`src/design/wmiqr_pkg.sv`:
```
`timescale 1ns / 1ps

package wmiqr_pkg;

	// Default geometry
	localparam int MAX_SAMPLES_DEF = 1024;
	localparam int VALUE_BITS_DEF  = 32;

	// Fixed field widths on the stream ports
	localparam int FIELD_W  = 32;
	localparam int S_DATA_W = 2 * FIELD_W;
	localparam int M_DATA_W = 2 * FIELD_W;
	localparam int M_USER_W = 2;

	typedef enum logic [1:0] {
		ST_LOAD,
		ST_SWEEP,
		ST_DONE
	} state_t;

	// Broadcast control to every cell of the chain
	typedef struct packed {
		logic ins;  // insert the broadcast sample, cells above it move up one
		logic pop;  // whole chain moves down one toward cell 0
	} cell_ctl_t;

endpackage

```
`src/design/wmiqr_sweep.sv`:
```
`timescale 1ns / 1ps

module wmiqr_sweep #(
	parameter int VALUE_BITS = wmiqr_pkg::VALUE_BITS_DEF,
	parameter int SUM_W      = wmiqr_pkg::FIELD_W + 10
) (
	input  logic                          clk,
	input  logic                          arst_n,
	input  logic                          clear,
	input  logic                          step,
	input  logic signed [VALUE_BITS-1:0]  head_value,
	input  logic [wmiqr_pkg::FIELD_W-1:0] head_weight,
	input  logic [SUM_W-1:0]              total,
	input  logic [SUM_W+1:0]              total3,
	output logic signed [VALUE_BITS-1:0]  q1_value,
	output logic signed [VALUE_BITS-1:0]  q2_value,
	output logic                          hit3
);

	localparam int CMP_W = SUM_W + 2;

	logic [SUM_W-1:0]             run_q;
	logic                         have1_q, have2_q;
	logic signed [VALUE_BITS-1:0] q1_q, q2_q;
	logic [SUM_W-1:0]             run_n;
	logic [CMP_W-1:0]             run4, run2, total_x;
	logic                         hit1, hit2;

	assign run_n   = run_q + SUM_W'(head_weight);
	assign run4    = {run_n, 2'b00};
	assign run2    = {1'b0, run_n, 1'b0};
	assign total_x = CMP_W'(total);
	assign hit1    = run4 >= total_x;
	assign hit2    = run2 >= total_x;
	assign hit3    = step && (run4 >= total3);

	// Reaching 3/4 implies 1/2 and 1/4, so a quartile not yet held is the head
	assign q1_value = have1_q ? q1_q : head_value;
	assign q2_value = have2_q ? q2_q : head_value;

	always_ff @(posedge clk or negedge arst_n) begin
		if (!arst_n) begin
			run_q   <= '0;
			have1_q <= 1'b0;
			have2_q <= 1'b0;
		end else if (clear) begin
			run_q   <= '0;
			have1_q <= 1'b0;
			have2_q <= 1'b0;
		end else if (step) begin
			run_q <= run_n;
			if (hit1) begin
				have1_q <= 1'b1;
			end
			if (hit2) begin
				have2_q <= 1'b1;
			end
		end
	end

	always_ff @(posedge clk) begin
		if (step && !have1_q && hit1) begin
			q1_q <= head_value;
		end
		if (step && !have2_q && hit2) begin
			q2_q <= head_value;
		end
	end

endmodule

```
`config.mk`:
```
export PLATFORM = sky130hd
export DESIGN_NAME = wmiqr_sweep
export DESIGN_NICKNAME = d
export VERILOG_FILES = /design/src/design/wmiqr_pkg.sv /design/src/design/wmiqr_sweep.sv
export SDC_FILE = /design/constraint.sdc
export NUM_CORES = 1
export LEC_CHECK = 0
export BUFFER_PORTS_ARGS = -buffer_cell sky130_fd_sc_hd__buf_2
export CORE_AREA = 2 2 118 177
export CTS_BUF_LIST = sky130_fd_sc_hd__clkbuf_4 sky130_fd_sc_hd__clkbuf_8
export CTS_CLUSTER_SIZE = 10
export DETAILED_ROUTE_END_ITERATION = 7
export DIE_AREA = 0 0 120 179
export PLACE_DENSITY = 0.77
export SLEW_MARGIN = 25
export SYNTH_ARGS = -nofsm -noshare
export SYNTH_HDL_FRONTEND = slang
export SYNTH_SLANG_ARGS = --single-unit
```
`constraint.sdc`:
```
create_clock -name clk -period 5.9 [get_ports clk]
set_input_delay 0.59 -clock clk [delete_from_list [all_inputs] [get_ports clk]]
set_output_delay 0.59 -clock clk [all_outputs]
set_load 0.005 [all_outputs]
```
## Word-level counts from Yosys, hierarchy flattened

Cells that the tools add are included.

- Register bits after elaboration: 108
- Input bits: 154
- Output and inout port bits: 65
- Word-level logic and storage cells: 31

- $add $sub $neg: 1
- $lt $le $gt $ge: 3
- Muxes and demuxes: 10
- Reduce and logical (&&, ||, !) cells: 12

Operators by type and width:

| operator | count |
|---|---|
| $mux W42 | 2 |
| $mux W32 | 2 |
| $ge A44 B42 Y1 | 1 |
| $ge A44 B44 Y1 | 1 |
| $ge A43 B42 Y1 | 1 |
| $add A42 B32 Y42 | 1 |
| $mux W1 | 6 |
| $reduce_bool A2 Y1 | 3 |
| $logic_and A1 B1 Y1 | 5 |
| $reduce_and A2 Y1 | 2 |
| $logic_not A1 Y1 | 2 |

## Longest topological paths before layout

- Depth in word-level cells: 5
- Mapped depth: 20
- Mapped depth without buffers: 19

## Worst setup path before layout

OpenSTA, ideal clock, no wires.

- Path type: input-to-reg
- Start: input port head_weight[8] in the netlist's numbering
- End: register q1_q[0], enable pin
- Library setup time: 0.421 ns
- Arrival time: 5.121 ns
- Data required time: 5.479 ns
- Path slack: 0.358 ns
- Stages on the path: 20
- Cell sequence: ha_1 -> buf_2 -> a21oi_1 -> o21ai_1 -> and3_4 -> o31a_1 -> o211ai_2 -> a21oi_1 -> buf_2 -> o2111ai_1 -> xnor2_1 -> ha_1 -> nand4_1 -> nor4_1 -> nand4_1 -> nor3_1 -> o21ai_0 -> nand3_1 -> o41ai_2 -> nor2_1

- Longest elaborated chain between the ends: 3

Ends and longest elaborated chain:

| what | line | source |
|---|---|---|
| start: declaration | wmiqr_sweep.sv:12 | `input logic [wmiqr_pkg::FIELD_W-1:0] head_weight,` |
| $add A42 B32 Y42 | wmiqr_sweep.sv:29 | `assign run_n = run_q + SUM_W'(head_weight);` |
| $ge A44 B42 Y1 | wmiqr_sweep.sv:33 | `assign hit1 = run4 >= total_x;` |
| $logic_and A1 B1 Y1 | wmiqr_sweep.sv:62 | `if (step && !have1_q && hit1) begin` |
| end signal: assignment | wmiqr_sweep.sv:63 | `q1_q <= head_value;` |
| end: declaration | wmiqr_sweep.sv:24 | `logic signed [VALUE_BITS-1:0] q1_q, q2_q;` |

Every way passes these cells.
A chain may end at the register's enable or synchronous reset.

## Worst setup path after layout

- Start: register run_q[0]
- End: output port hit3

- Longest elaborated chain between the ends: 3

Ends and longest elaborated chain:

| what | line | source |
|---|---|---|
| start: declaration | wmiqr_sweep.sv:22 | `logic [SUM_W-1:0] run_q;` |
| start signal: assignment | wmiqr_sweep.sv:51 | `run_q <= run_n;` |
| $add A42 B32 Y42 | wmiqr_sweep.sv:29 |  |
| $ge A44 B44 Y1 | wmiqr_sweep.sv:35 | `assign hit3 = step && (run4 >= total3);` |
| $logic_and A1 B1 Y1 | wmiqr_sweep.sv:35 |  |
| end: declaration | wmiqr_sweep.sv:17 | `output logic hit3` |

Every way passes these cells.

==> impl_metrics.tcl <==
set metrics [dict create \
    status "completed" \
    synth_nets 1306 \
    grtUsageTotal_pct 24.1 \
    switching_share_pct 40.7 \
    grt_overflow 0 \
    r2r-end "q2_q[23]$_DFFE_PP_" \
    die_h_um 179 \
    critPathKind "flop to output port" \
    clock-root-buffer "clkbuf_8" \
    die-area_um2 21500 \
    synth_fa_ha_area_share_pct 20.0 \
    drive_above_1_share_pct 27.9 \
    p_int_uw 1630 \
    port_buffers 218 \
    synth_compound_area_share_pct 17.7 \
    dp_hpwl_um 21200 \
    drtIter0Drc 312 \
    ir_drop_mv 0.162 \
    cts_buffers 9 \
    ys_warn_count 0 \
    finalCritPeriodShare_pct 93.6 \
    hold_viol_final 0 \
    cp_data_required_time_ps 5310 \
    drc 0 \
    fin_skew_ps 11.5 \
    wirelength_um 26300 \
    max-cap-violations 0 \
    clk_latency_ps 390 \
    synth_most_common_cell "ha_1" \
    switching_power_uw 1120 \
    path_cells "ha_1, inv_1, fa_1, nor2b_1, o311a_1, o21ai_1, a21oi_1, or2_1, nand2_1, xnor2_1, ha_1, nand4_1, nor2_1, nand4_1, nor2_1, a2111oi_1, o21ai_0, a21o_1, o221a_2, buf_2" \
    diodes 0 \
    final_cells 1481 \
    power.density_nw_per_um2 241 \
    cts.clk_slew.worst_paths_ps 120 \
    synth-seq-area-share_pct 30.8 \
    relSlewSlack_pct 35.8 \
    num-fill-cells 1820 \
    critical_path_arrival_ps 4930 \
    ios 219 \
    core_um2 20100 \
    fin_crit_ps 5520 \
    synth_top_cell_by_area "ha_1" \
    crit_slowest_cell "fa_1" \
    cts_max_level 3 \
    wl_per_cell_um 17.8 \
    syn_to_final_growth_pct 16.9 \
    dr.pass1.iters 5 \
    synth_cell_types 73 \
    placed_cells 1465 \
    critical-path-max-stage-delay_ps 400 \
    synth_xor_area_share_pct 3.75 \
    synth_commonest_cells "155 x ha_1, 98 x inv_1, 64 x edfxtp_1, 64 x mux2_2, 62 x nor2_1" \
    synth_cells 996 \
    grt_pass1_vias 8408 \
    end_kind "output port" \
    max_freq_ghz 0.181 \
    antenna_left 0 \
    grt_pass1_wl_um 40700 \
    fin_tns_setup_ps 0 \
    synthSimpleGateAreaFrac_pct 11.5 \
    clockPowerShare_pct 17.3 \
    r2r_setup_slack_ps 760 \
    leakage_uw 0.00584 \
    synth_area_um2 9800 \
    avgSynthCellArea_um2 9.84 \
    async_flop_share_pct 40.7 \
    synth_top_family_by_area "adder cells" \
    worstMarginPinSlew_ps 938 \
    synth_area_leaders "ha_1 20%, edfxtp_1 20%, dfrtp_1 11%" \
    power_frac_seq_pct 31.4 \
    antenna_found_initial 0 \
    cts_tree "yes" \
    grt_max_degree 55 \
    synth_top_area_share_pct 19.8 \
    setup.worst_path.start "run_q[0]$_DFFE_PN0P_" \
    avgViaCountPerCell 5.67 \
    synth_edf_count 64 \
    nets 1522 \
    rsz0062_at_grt "false" \
    hold_class "primary input to async pin" \
    cp-start-kind "flop" \
    synth_seq_cells 108 \
    synthFlopType "edfxtp_1" \
    clk_path_buf_depth 2 \
    reg2reg_depth 21 \
    r2r-start "run_q[0]$_DFFE_PN0P_" \
    cp_max_fo 6 \
    clock_sink_count 108 \
    die_w_um 120 \
    p_comb_share_pct 51.3 \
    finalMaxSlewViolations 0 \
    muxShareOfSynthArea_pct 10.3 \
    num_rows 64 \
    hold_buffers 0 \
    fin_util_pct 57.0 \
    initial_core_util_pct 48.8 \
    setup_violations 0 \
    crit_path_end "hit3" \
    vias 8390 \
    gp_congestion 0.913 \
]
## flip-flops by register name (all words and copies together) (netlist names)
name,count
run_q,42
have2_q,1
q2_q,32
q1_q,32
have1_q,1
## cells by family (layout without fill, tap and decap cells)
kind of cell               Yosys count  after routing
xor gates and xnor gates            42             42
and+or+nand+nor                    219            219
AOI/OAI and AO/OA                  246            246
DFF                                108            108
adders and majority gates          156            156
muxes                               92             92
buffers and inverters              133            354
## cell type report
class	instances	area, um2	share of cell area, %
clock inverter	7	81.3	0.710
multi-input combinational	755	6240	54.5
inverter	98	368	3.21
tap	264	330	2.88
clock buffer	9	124	1.08
timing repair buffer	240	1280	11.2
sequential	108	3020	26.4
## power by group through the flow
stage | clock, uW | combinational, uW | sequential, uW
after floorplan | 0 | 995 | 872
after global placement | 0 | 1360 | 879
after detailed placement | 0 | 1400 | 880
after CTS | 498 | 1410 | 864
after global routing | 522 | 1580 | 869
final | 476 | 1410 | 865
## layout by cell type (no fill, tap or decap), types with 28 or more instances in the layout
master	netlist	layout
a21oi_1	58	55
xnor2_1	30	29
inv_1	98	98
nand4_1	29	29
ha_1	155	155
dfrtp_1	44	44
o21ai_0	28	28
edfxtp_1	64	64
a21o_1	55	55
nand2_1	32	32
buf_2	6	218
nor2_1	62	60
mux2_2	64	64
## metal layers
| layer | GRT usage, % | wire length (um) | up-vias |
|---|---|---|---|
| li1 | - | - | 4123 |
| met1 | 25.8 | 10200 | 3944 |
| met2 | 45.2 | 13700 | 267 |
| met3 | 4.61 | 1350 | 56 |
| met4 | 10.7 | 1060 | 0 |
| met5 | 0 | 0 | - |
## metrics by stage
step                hold WS, ps  cell area (um2)  worst slack, ps  total power [uW]
finish                      274            11500              375              2750
global route                298            11500             16.7              2980
CTS                         283            11400             14.1              2770
detailed placement          484            11200              201              2280
global placement            475            11200              331              2240
floorplan                   294             9800              358              1870
## worst max-delay path: cells and delay by family (launching register included)
kind,cells,cell delay (ps)
buf+inv,2,170
flops,1,380
xor+xnor,1,280
compound gates,7,1720
simple gates,7,1080
fa+ha+maj,3,880
## worst min path at each step
| stage | start | endpoint | slack [ps] | depth (start not counted) |
|---|---|---|---|---|
| finish | arst_n | run_q[35]$_DFFE_PN0P_ | 270 | 2 |
| global route | arst_n | run_q[35]$_DFFE_PN0P_ | 300 | 2 |
| CTS | arst_n | run_q[35]$_DFFE_PN0P_ | 280 | 2 |
| detailed placement | run_q[16]$_DFFE_PN0P_ | run_q[16]$_DFFE_PN0P_ | 480 | 1 |
| global placement | run_q[30]$_DFFE_PN0P_ | run_q[30]$_DFFE_PN0P_ | 470 | 1 |
| floorplan | arst_n | have1_q$_DFFE_PN0P_ | 290 | 0 |
## what timing repair did
action | in CTS | in global routing
setup buffers | 0 | 0
setup endpoints to repair | 0 | 1
gates resized for setup | 0 | 7
(Power assumes the default switching activity.)
