`config.mk`:
```
export PLATFORM = sky130hd
export DESIGN_NAME = wmiqr_cell
export DESIGN_NICKNAME = d
export VERILOG_FILES = /design/src/design/wmiqr_pkg.sv /design/src/design/wmiqr_cell.sv
export SDC_FILE = /design/constraint.sdc
export NUM_CORES = 1
export LEC_CHECK = 0
export ABC_AREA = 1
export BUFFER_PORTS_ARGS = -buffer_cell sky130_fd_sc_hd__buf_2
export CORE_AREA = 5 5 118 142
export DETAILED_ROUTE_END_ITERATION = 16
export DIE_AREA = 0 0 123 147
export HOLD_SLACK_MARGIN = 0.08
export PLACE_DENSITY = 0.7
export SKIP_CTS_REPAIR_TIMING = 1
export SLEW_MARGIN = 20
export SYNTH_ARGS = -nofsm -noshare
export SYNTH_HDL_FRONTEND = slang
export SYNTH_SLANG_ARGS = --single-unit
```
`constraint.sdc`:
```
create_clock -name clk -period 11.2 [get_ports clk]
set_input_delay 2.24 -clock clk [delete_from_list [all_inputs] [get_ports clk]]
set_output_delay 2.24 -clock clk [all_outputs]
set_load 0.05 [all_outputs]
```
`src/design/wmiqr_pkg.sv`:
```
`timescale 1ns / 1ps

package wmiqr_pkg;

	// Default geometry
	localparam int MAX_SAMPLES_DEF = 1024;
	localparam int VALUE_BITS_DEF  = 32;

	// Fixed field widths on the stream ports
	localparam int FIELD_W  = 32;
	localparam int S_DATA_W = 2 * FIELD_W;
	localparam int M_DATA_W = 2 * FIELD_W;
	localparam int M_USER_W = 2;

	typedef enum logic [1:0] {
		ST_LOAD,
		ST_SWEEP,
		ST_DONE
	} state_t;

	// Broadcast control to every cell of the chain
	typedef struct packed {
		logic ins;  // insert the broadcast sample, cells above it move up one
		logic pop;  // whole chain moves down one toward cell 0
	} cell_ctl_t;

endpackage

```
`src/design/wmiqr_cell.sv`:
```
`timescale 1ns / 1ps

module wmiqr_cell #(
	parameter int VALUE_BITS = wmiqr_pkg::VALUE_BITS_DEF
) (
	input  logic                         clk,
	input  wmiqr_pkg::cell_ctl_t         ctl,
	input  logic                         occupied,
	input  logic signed [VALUE_BITS-1:0] new_value,
	input  logic [wmiqr_pkg::FIELD_W-1:0] new_weight,
	input  logic                         prev_shift,
	input  logic signed [VALUE_BITS-1:0] prev_value,
	input  logic [wmiqr_pkg::FIELD_W-1:0] prev_weight,
	input  logic signed [VALUE_BITS-1:0] next_value,
	input  logic [wmiqr_pkg::FIELD_W-1:0] next_weight,
	output logic                         shift,
	output logic signed [VALUE_BITS-1:0] value,
	output logic [wmiqr_pkg::FIELD_W-1:0] weight
);

	logic signed [VALUE_BITS-1:0]   value_q;
	logic [wmiqr_pkg::FIELD_W-1:0]  weight_q;

	// Strictly greater: a new sample lands after equal values already held
	assign shift  = !occupied || (value_q > new_value);
	assign value  = value_q;
	assign weight = weight_q;

	always_ff @(posedge clk) begin
		if (ctl.ins && shift) begin
			if (prev_shift) begin
				value_q  <= prev_value;
				weight_q <= prev_weight;
			end else begin
				value_q  <= new_value;
				weight_q <= new_weight;
			end
		end else if (ctl.pop) begin
			value_q  <= next_value;
			weight_q <= next_weight;
		end
	end

endmodule

```
# == After elaboration in Yosys (flattened, before gate mapping) ==
# Cells that the tools add are included.
# op_classes
reduce_logical,4
magnitude_cmp,1
n_mux,6
# ops
cell,n
$mux W32,6
$gt A32 B32 Y1,1
$reduce_bool A2 Y1,1
$logic_and A1 B1 Y1,1
$logic_not A1 Y1,1
$logic_or A1 B1 Y1,1
# totals
reg_bits,64
inputBits,197
out_inout_bits,65
wordCells,13

# == Logic depth before layout (Yosys ltp) ==
# logic_depth
depth_word,4
ltp_mapped,21
depth_no_buf,19

# == Worst setup path after synthesis ==
# OpenSTA, ideal clock, no wires.
# synth_timing
path_type,input -> output
from,in new_value[31]
to,out shift
path_slack_ps,5293
arrival_ps,3667
required_ps,8960
path_buffers,1
cell_stages,11
cell_sequence,inv_1 > ha_1 > nand2_1 > nor2_1 > nand2_1 > nor3b_2 > nand2_1 > nand3_1 > nand3_1 > nand2_2 > buf_2
# synth_via
elab_chain_cells,2
# synth_lines
item,line,text
"start, declared",wmiqr_cell.sv:9,"input logic signed [VALUE_BITS-1:0] new_value,"
$gt A32 B32 Y1,wmiqr_cell.sv:25,assign shift = !occupied || (value_q > new_value);
$logic_or A1 B1 Y1,wmiqr_cell.sv:25,
"end, declared",wmiqr_cell.sv:16,"output logic shift,"
# No other way between the ends.

# == Worst setup path in the final report ==
# Ends and elaborated chain as after synthesis.

==> flow_results.xml <==
<?xml version="1.0" encoding="UTF-8"?>
<metrics>
  <group name="drt">
    <metric name="totalWireLength" unit="mm">14.6</metric>
    <metric name="wl_per_cell" unit="um">14.7</metric>
    <metric name="first_pass_iteration_count_of_the_detailed_router" unit="">4</metric>
    <metric name="route.detailed.drc" unit="">0</metric>
    <metric name="via_total_after_detailed_routing" unit="">4533</metric>
    <metric name="drt_first_iter_violations" unit="">152</metric>
    <metric name="antenna_left" unit="">0</metric>
    <metric name="mean_number_of_vias_per_cell" unit="">4.57</metric>
  </group>
  <group name="placed_design">
    <metric name="hpwlAfterDp" unit="mm">10.7</metric>
    <metric name="io_buffer_count" unit="">261</metric>
    <metric name="detailed_place.area" unit="um2">5880</metric>
    <metric name="worst_setup_slack_after_placement" unit="ns">5.11</metric>
    <metric name="globalplace.congestion" unit="">0.815</metric>
  </group>
  <group name="sta">
    <metric name="clock_skew" unit="ns">0.0132</metric>
    <metric name="final_max_slew_viol_count" unit="">0</metric>
    <metric name="worst_pin_slew" unit="ns">0.887</metric>
    <metric name="grt_setup_unrepaired" unit="">false</metric>
    <metric name="max-slew-margin-rel" unit="%">40.8</metric>
    <metric name="report.final.setup_viol" unit="">0</metric>
    <metric name="period_share" unit="%">54.5</metric>
    <metric name="clock.fmax" unit="GHz">0.164</metric>
    <metric name="timing_hold_violations_final" unit="">0</metric>
    <metric name="post-route-min-period" unit="ns">6.11</metric>
    <metric name="fin_setup_tns" unit="ns">0</metric>
    <metric name="timing.final.ws_setup" unit="ns">5.09</metric>
  </group>
  <group name="pwr">
    <metric name="cellPowerDensity" unit="nW/um2">161</metric>
    <metric name="peakVddDrop" unit="mV">0.0826</metric>
    <metric name="static-leakage-power" unit="nW">3.29</metric>
  </group>
  <group name="synth">
    <metric name="mapped_nets" unit="">763</metric>
    <metric name="yosys_register_bits" unit="">64</metric>
    <metric name="synth_edf_count" unit="">64</metric>
    <metric name="combinational_family_with_the_most_area_after_synthesis" unit="">simple AND/OR/NAND/NOR gates</metric>
    <metric name="yosysUniqueCellTypes" unit="">19</metric>
    <metric name="synth-seq-area-share" unit="%">43.1</metric>
    <metric name="yosysWarnings" unit="">0</metric>
    <metric name="synth_top_area_cell" unit="">sky130_fd_sc_hd__edfxtp_1</metric>
    <metric name="synthesis.area" unit="um2">4460</metric>
    <metric name="fraction_of_post_synthesis_cell_area_in_the_top_cell_type_by_area" unit="%">43.1</metric>
    <metric name="synthesized_area_fraction_occupied_by_adder_cells" unit="%">8.97</metric>
    <metric name="compound_gate_fraction_of_synth_area" unit="%">5.78</metric>
    <metric name="synth.top_cells.by_area" unit="">sky130_fd_sc_hd__edfxtp_1 43%, sky130_fd_sc_hd__nand2_1 17%, sky130_fd_sc_hd__ha_1 9.0%</metric>
    <metric name="synth_top_flop_cell" unit="">sky130_fd_sc_hd__edfxtp_1</metric>
    <metric name="post_syn_area_per_cell" unit="um2">8.36</metric>
    <metric name="ys_async_sr_fraction" unit="%">0</metric>
    <metric name="synthCells" unit="">534</metric>
    <metric name="synth.area.mux_share" unit="%">8.33</metric>
    <metric name="synthSimpleGateAreaFrac" unit="%">26.0</metric>
    <metric name="synth_xor_xnor_area_share" unit="%">0</metric>
  </group>
  <group name="layout">
    <metric name="commonest_cells_after_routing_fill_and_taps_aside" unit="">260 x sky130_fd_sc_hd__buf_2, 198 x sky130_fd_sc_hd__nand2_1, 68 x sky130_fd_sc_hd__nand3_1</metric>
    <metric name="commonest_non_fill_non_tap_cell_in_the_layout" unit="">sky130_fd_sc_hd__buf_2</metric>
    <metric name="seq_area" unit="um2">1920</metric>
    <metric name="fin_nets" unit="">1008</metric>
    <metric name="layout-drive-gt1-share" unit="%">40.2</metric>
    <metric name="area.growth.synth_to_final" unit="%">38.7</metric>
    <metric name="multi_input_comb_area" unit="um2">2200</metric>
    <metric name="post-route-cell-area" unit="um2">6190</metric>
    <metric name="fillerInstances" unit="">1597</metric>
    <metric name="n_antenna_cell" unit="">0</metric>
  </group>
  <group name="setup_path">
    <metric name="critical_path_peak_fanout" unit="">4</metric>
    <metric name="crit_end" unit="">shift</metric>
    <metric name="crit_path_cell_trace" unit="">buf_2 -&gt; inv_1 -&gt; ha_1 -&gt; nand2_1 -&gt; nor2_1 -&gt; nand2_1 -&gt; nor3b_2 -&gt; nand2_1 -&gt; nand3_1 -&gt; nand3_1 -&gt; nand2_2 -&gt; buf_2</metric>
    <metric name="worstPathArrival" unit="ns">3.87</metric>
    <metric name="setup.worst_path.class" unit="">in2out</metric>
    <metric name="max_stage_delay" unit="ns">0.32</metric>
    <metric name="r2r-end" unit="">value[0]</metric>
    <metric name="worstSetupStartpointType" unit="">input pin</metric>
    <metric name="critical-path-slowest-cell" unit="">sky130_fd_sc_hd__ha_1</metric>
    <metric name="critical-path-top-cell-by-count" unit="">sky130_fd_sc_hd__nand2_1</metric>
    <metric name="regToRegSetupSlack" unit="ns">7.64</metric>
    <metric name="worstPathRequired" unit="ns">8.96</metric>
    <metric name="worst_r2r_path_depth" unit="">12</metric>
    <metric name="r2r-start" unit="">value[31]</metric>
    <metric name="timing.critical_path.from" unit="">new_value[31]</metric>
    <metric name="endpoint_kind" unit="">output pin</metric>
  </group>
  <group name="global_route">
    <metric name="gr_overflow_total" unit="">0</metric>
    <metric name="wire_length_of_the_first_global_routing_pass" unit="mm">22.5</metric>
    <metric name="grt_usage" unit="%">15.7</metric>
    <metric name="largest_net_degree_at_the_start_of_global_routing" unit="">66</metric>
    <metric name="via_count_of_the_first_global_routing_pass" unit="">4658</metric>
    <metric name="antenna_found_initial" unit="">1</metric>
  </group>
  <group name="clock_network">
    <metric name="clock_tree.root_cell" unit="">sky130_fd_sc_hd__clkbuf_16</metric>
    <metric name="cts_tree" unit="">done</metric>
    <metric name="clkLatencyLatePin" unit="ns">0.32</metric>
    <metric name="clock_tree.buffer_depth" unit="">2</metric>
    <metric name="h_tree_lvl_count" unit="">3</metric>
    <metric name="number_of_clock_buffers_inserted_by_tritoncts" unit="">9</metric>
    <metric name="cts.clk_slew.worst_paths" unit="ns">0.06</metric>
    <metric name="cts.sink_count" unit="">64</metric>
  </group>
  <group name="floorplan">
    <metric name="fp.dieW" unit="um">123</metric>
    <metric name="rows" unit="">50</metric>
    <metric name="overall_die_height" unit="um">147</metric>
    <metric name="core_area" unit="um2">15300</metric>
    <metric name="design.portCount" unit="">262</metric>
    <metric name="die_area" unit="um2">18100</metric>
    <metric name="start_util" unit="%">29.1</metric>
  </group>
  <group name="worst_hold_path">
    <metric name="hold_path.class" unit="">reg2reg</metric>
  </group>
  <group name="run">
    <metric name="maxCapViolCount" unit="">0</metric>
  </group>
  <group name="status">
    <metric name="status" unit="">finished clean</metric>
  </group>
</metrics>
[registers in the layout, indices dropped and copies added (netlist names)]
name / count
weight: 32
value: 32
[cells in the mapped netlist, types with 3 or more instances]
master                     number
sky130_fd_sc_hd__mux2_2        33
sky130_fd_sc_hd__nor2_1        10
sky130_fd_sc_hd__inv_1         42
sky130_fd_sc_hd__a21oi_1       14
sky130_fd_sc_hd__buf_6          7
sky130_fd_sc_hd__edfxtp_1      64
sky130_fd_sc_hd__nand3_1       68
sky130_fd_sc_hd__o21ai_0       33
sky130_fd_sc_hd__buf_2          3
sky130_fd_sc_hd__nand2_1      199
sky130_fd_sc_hd__clkbuf_1      15
sky130_fd_sc_hd__ha_1          32
sky130_fd_sc_hd__buf_4          5
[how the worst min path moves through the flow]
stage / from / end / slack (ns) / cells past startpoint
4_1_cts: value[31] / value[17] / 1.56 / 7
3_3_place_gp: value[31] / value[21] / 1.55 / 7
3_5_place_dp: value[31] / value[27] / 1.56 / 7
5_1_grt: value[31] / value[16] / 1.65 / 7
2_1_floorplan: value[31] / weight[0] / 1.47 / 8
6_report: value[31] / value[29] / 1.53 / 7
[cell families (layout without fill, tap and decap cells)]
kind of cell,Yosys count,after routing
multiplexers,33,33
flip-flops,64,64
AO/OA/AOI/OAI,50,50
adder cells (fa/ha/maj),32,32
AND/OR/NAND/NOR,282,282
buffers and inverters,73,323
[power by group]
group	internal [mW]	switching, mW
clock network	0.193	0.104
logic	0.104	0.266
registers	0.316	0.0151
[final cells by class]
cell class	count	area share, %
tap	208	4.20
multi-input combinational	397	35.5
clock buffer	9	3.64
timing repair buffer	265	21.6
sequential	64	31.0
clock inverter	7	1.39
inverter	42	2.55
[critical path: cells and delay by family]
kind                     cells  cell delay, ns
AND/OR/NAND/NOR              8            0.92
adder cells (fa/ha/maj)      1            0.32
buffers and inverters        3            0.38
[per-layer routing]
layer | wire (um) | GRT usage [%] | vias to the layer above | share of wire (%)
met1 | 5680 | 18.1 | 2045 | 39
met4 | 331 | 4.93 | 2 | 2.3
met3 | 1290 | 4.31 | 19 | 8.9
li1 | - | - | 2285 | -
met2 | 7260 | 27.8 | 182 | 50
met5 | 20 | 0 | - | 0.14
[through the flow]
stage	total power, mW	utilization (%)	cells	hold slack, ns
after global routing	1.06	40.4	992	1.65
final	0.998	40.4	992	1.53
after CTS	1.01	40.4	992	1.56
after floorplan	0.608	-	534	1.47
after global placement	0.705	38.4	976	1.55
after detailed placement	0.710	38.4	976	1.56
Power figures use the tool's default switching activity.
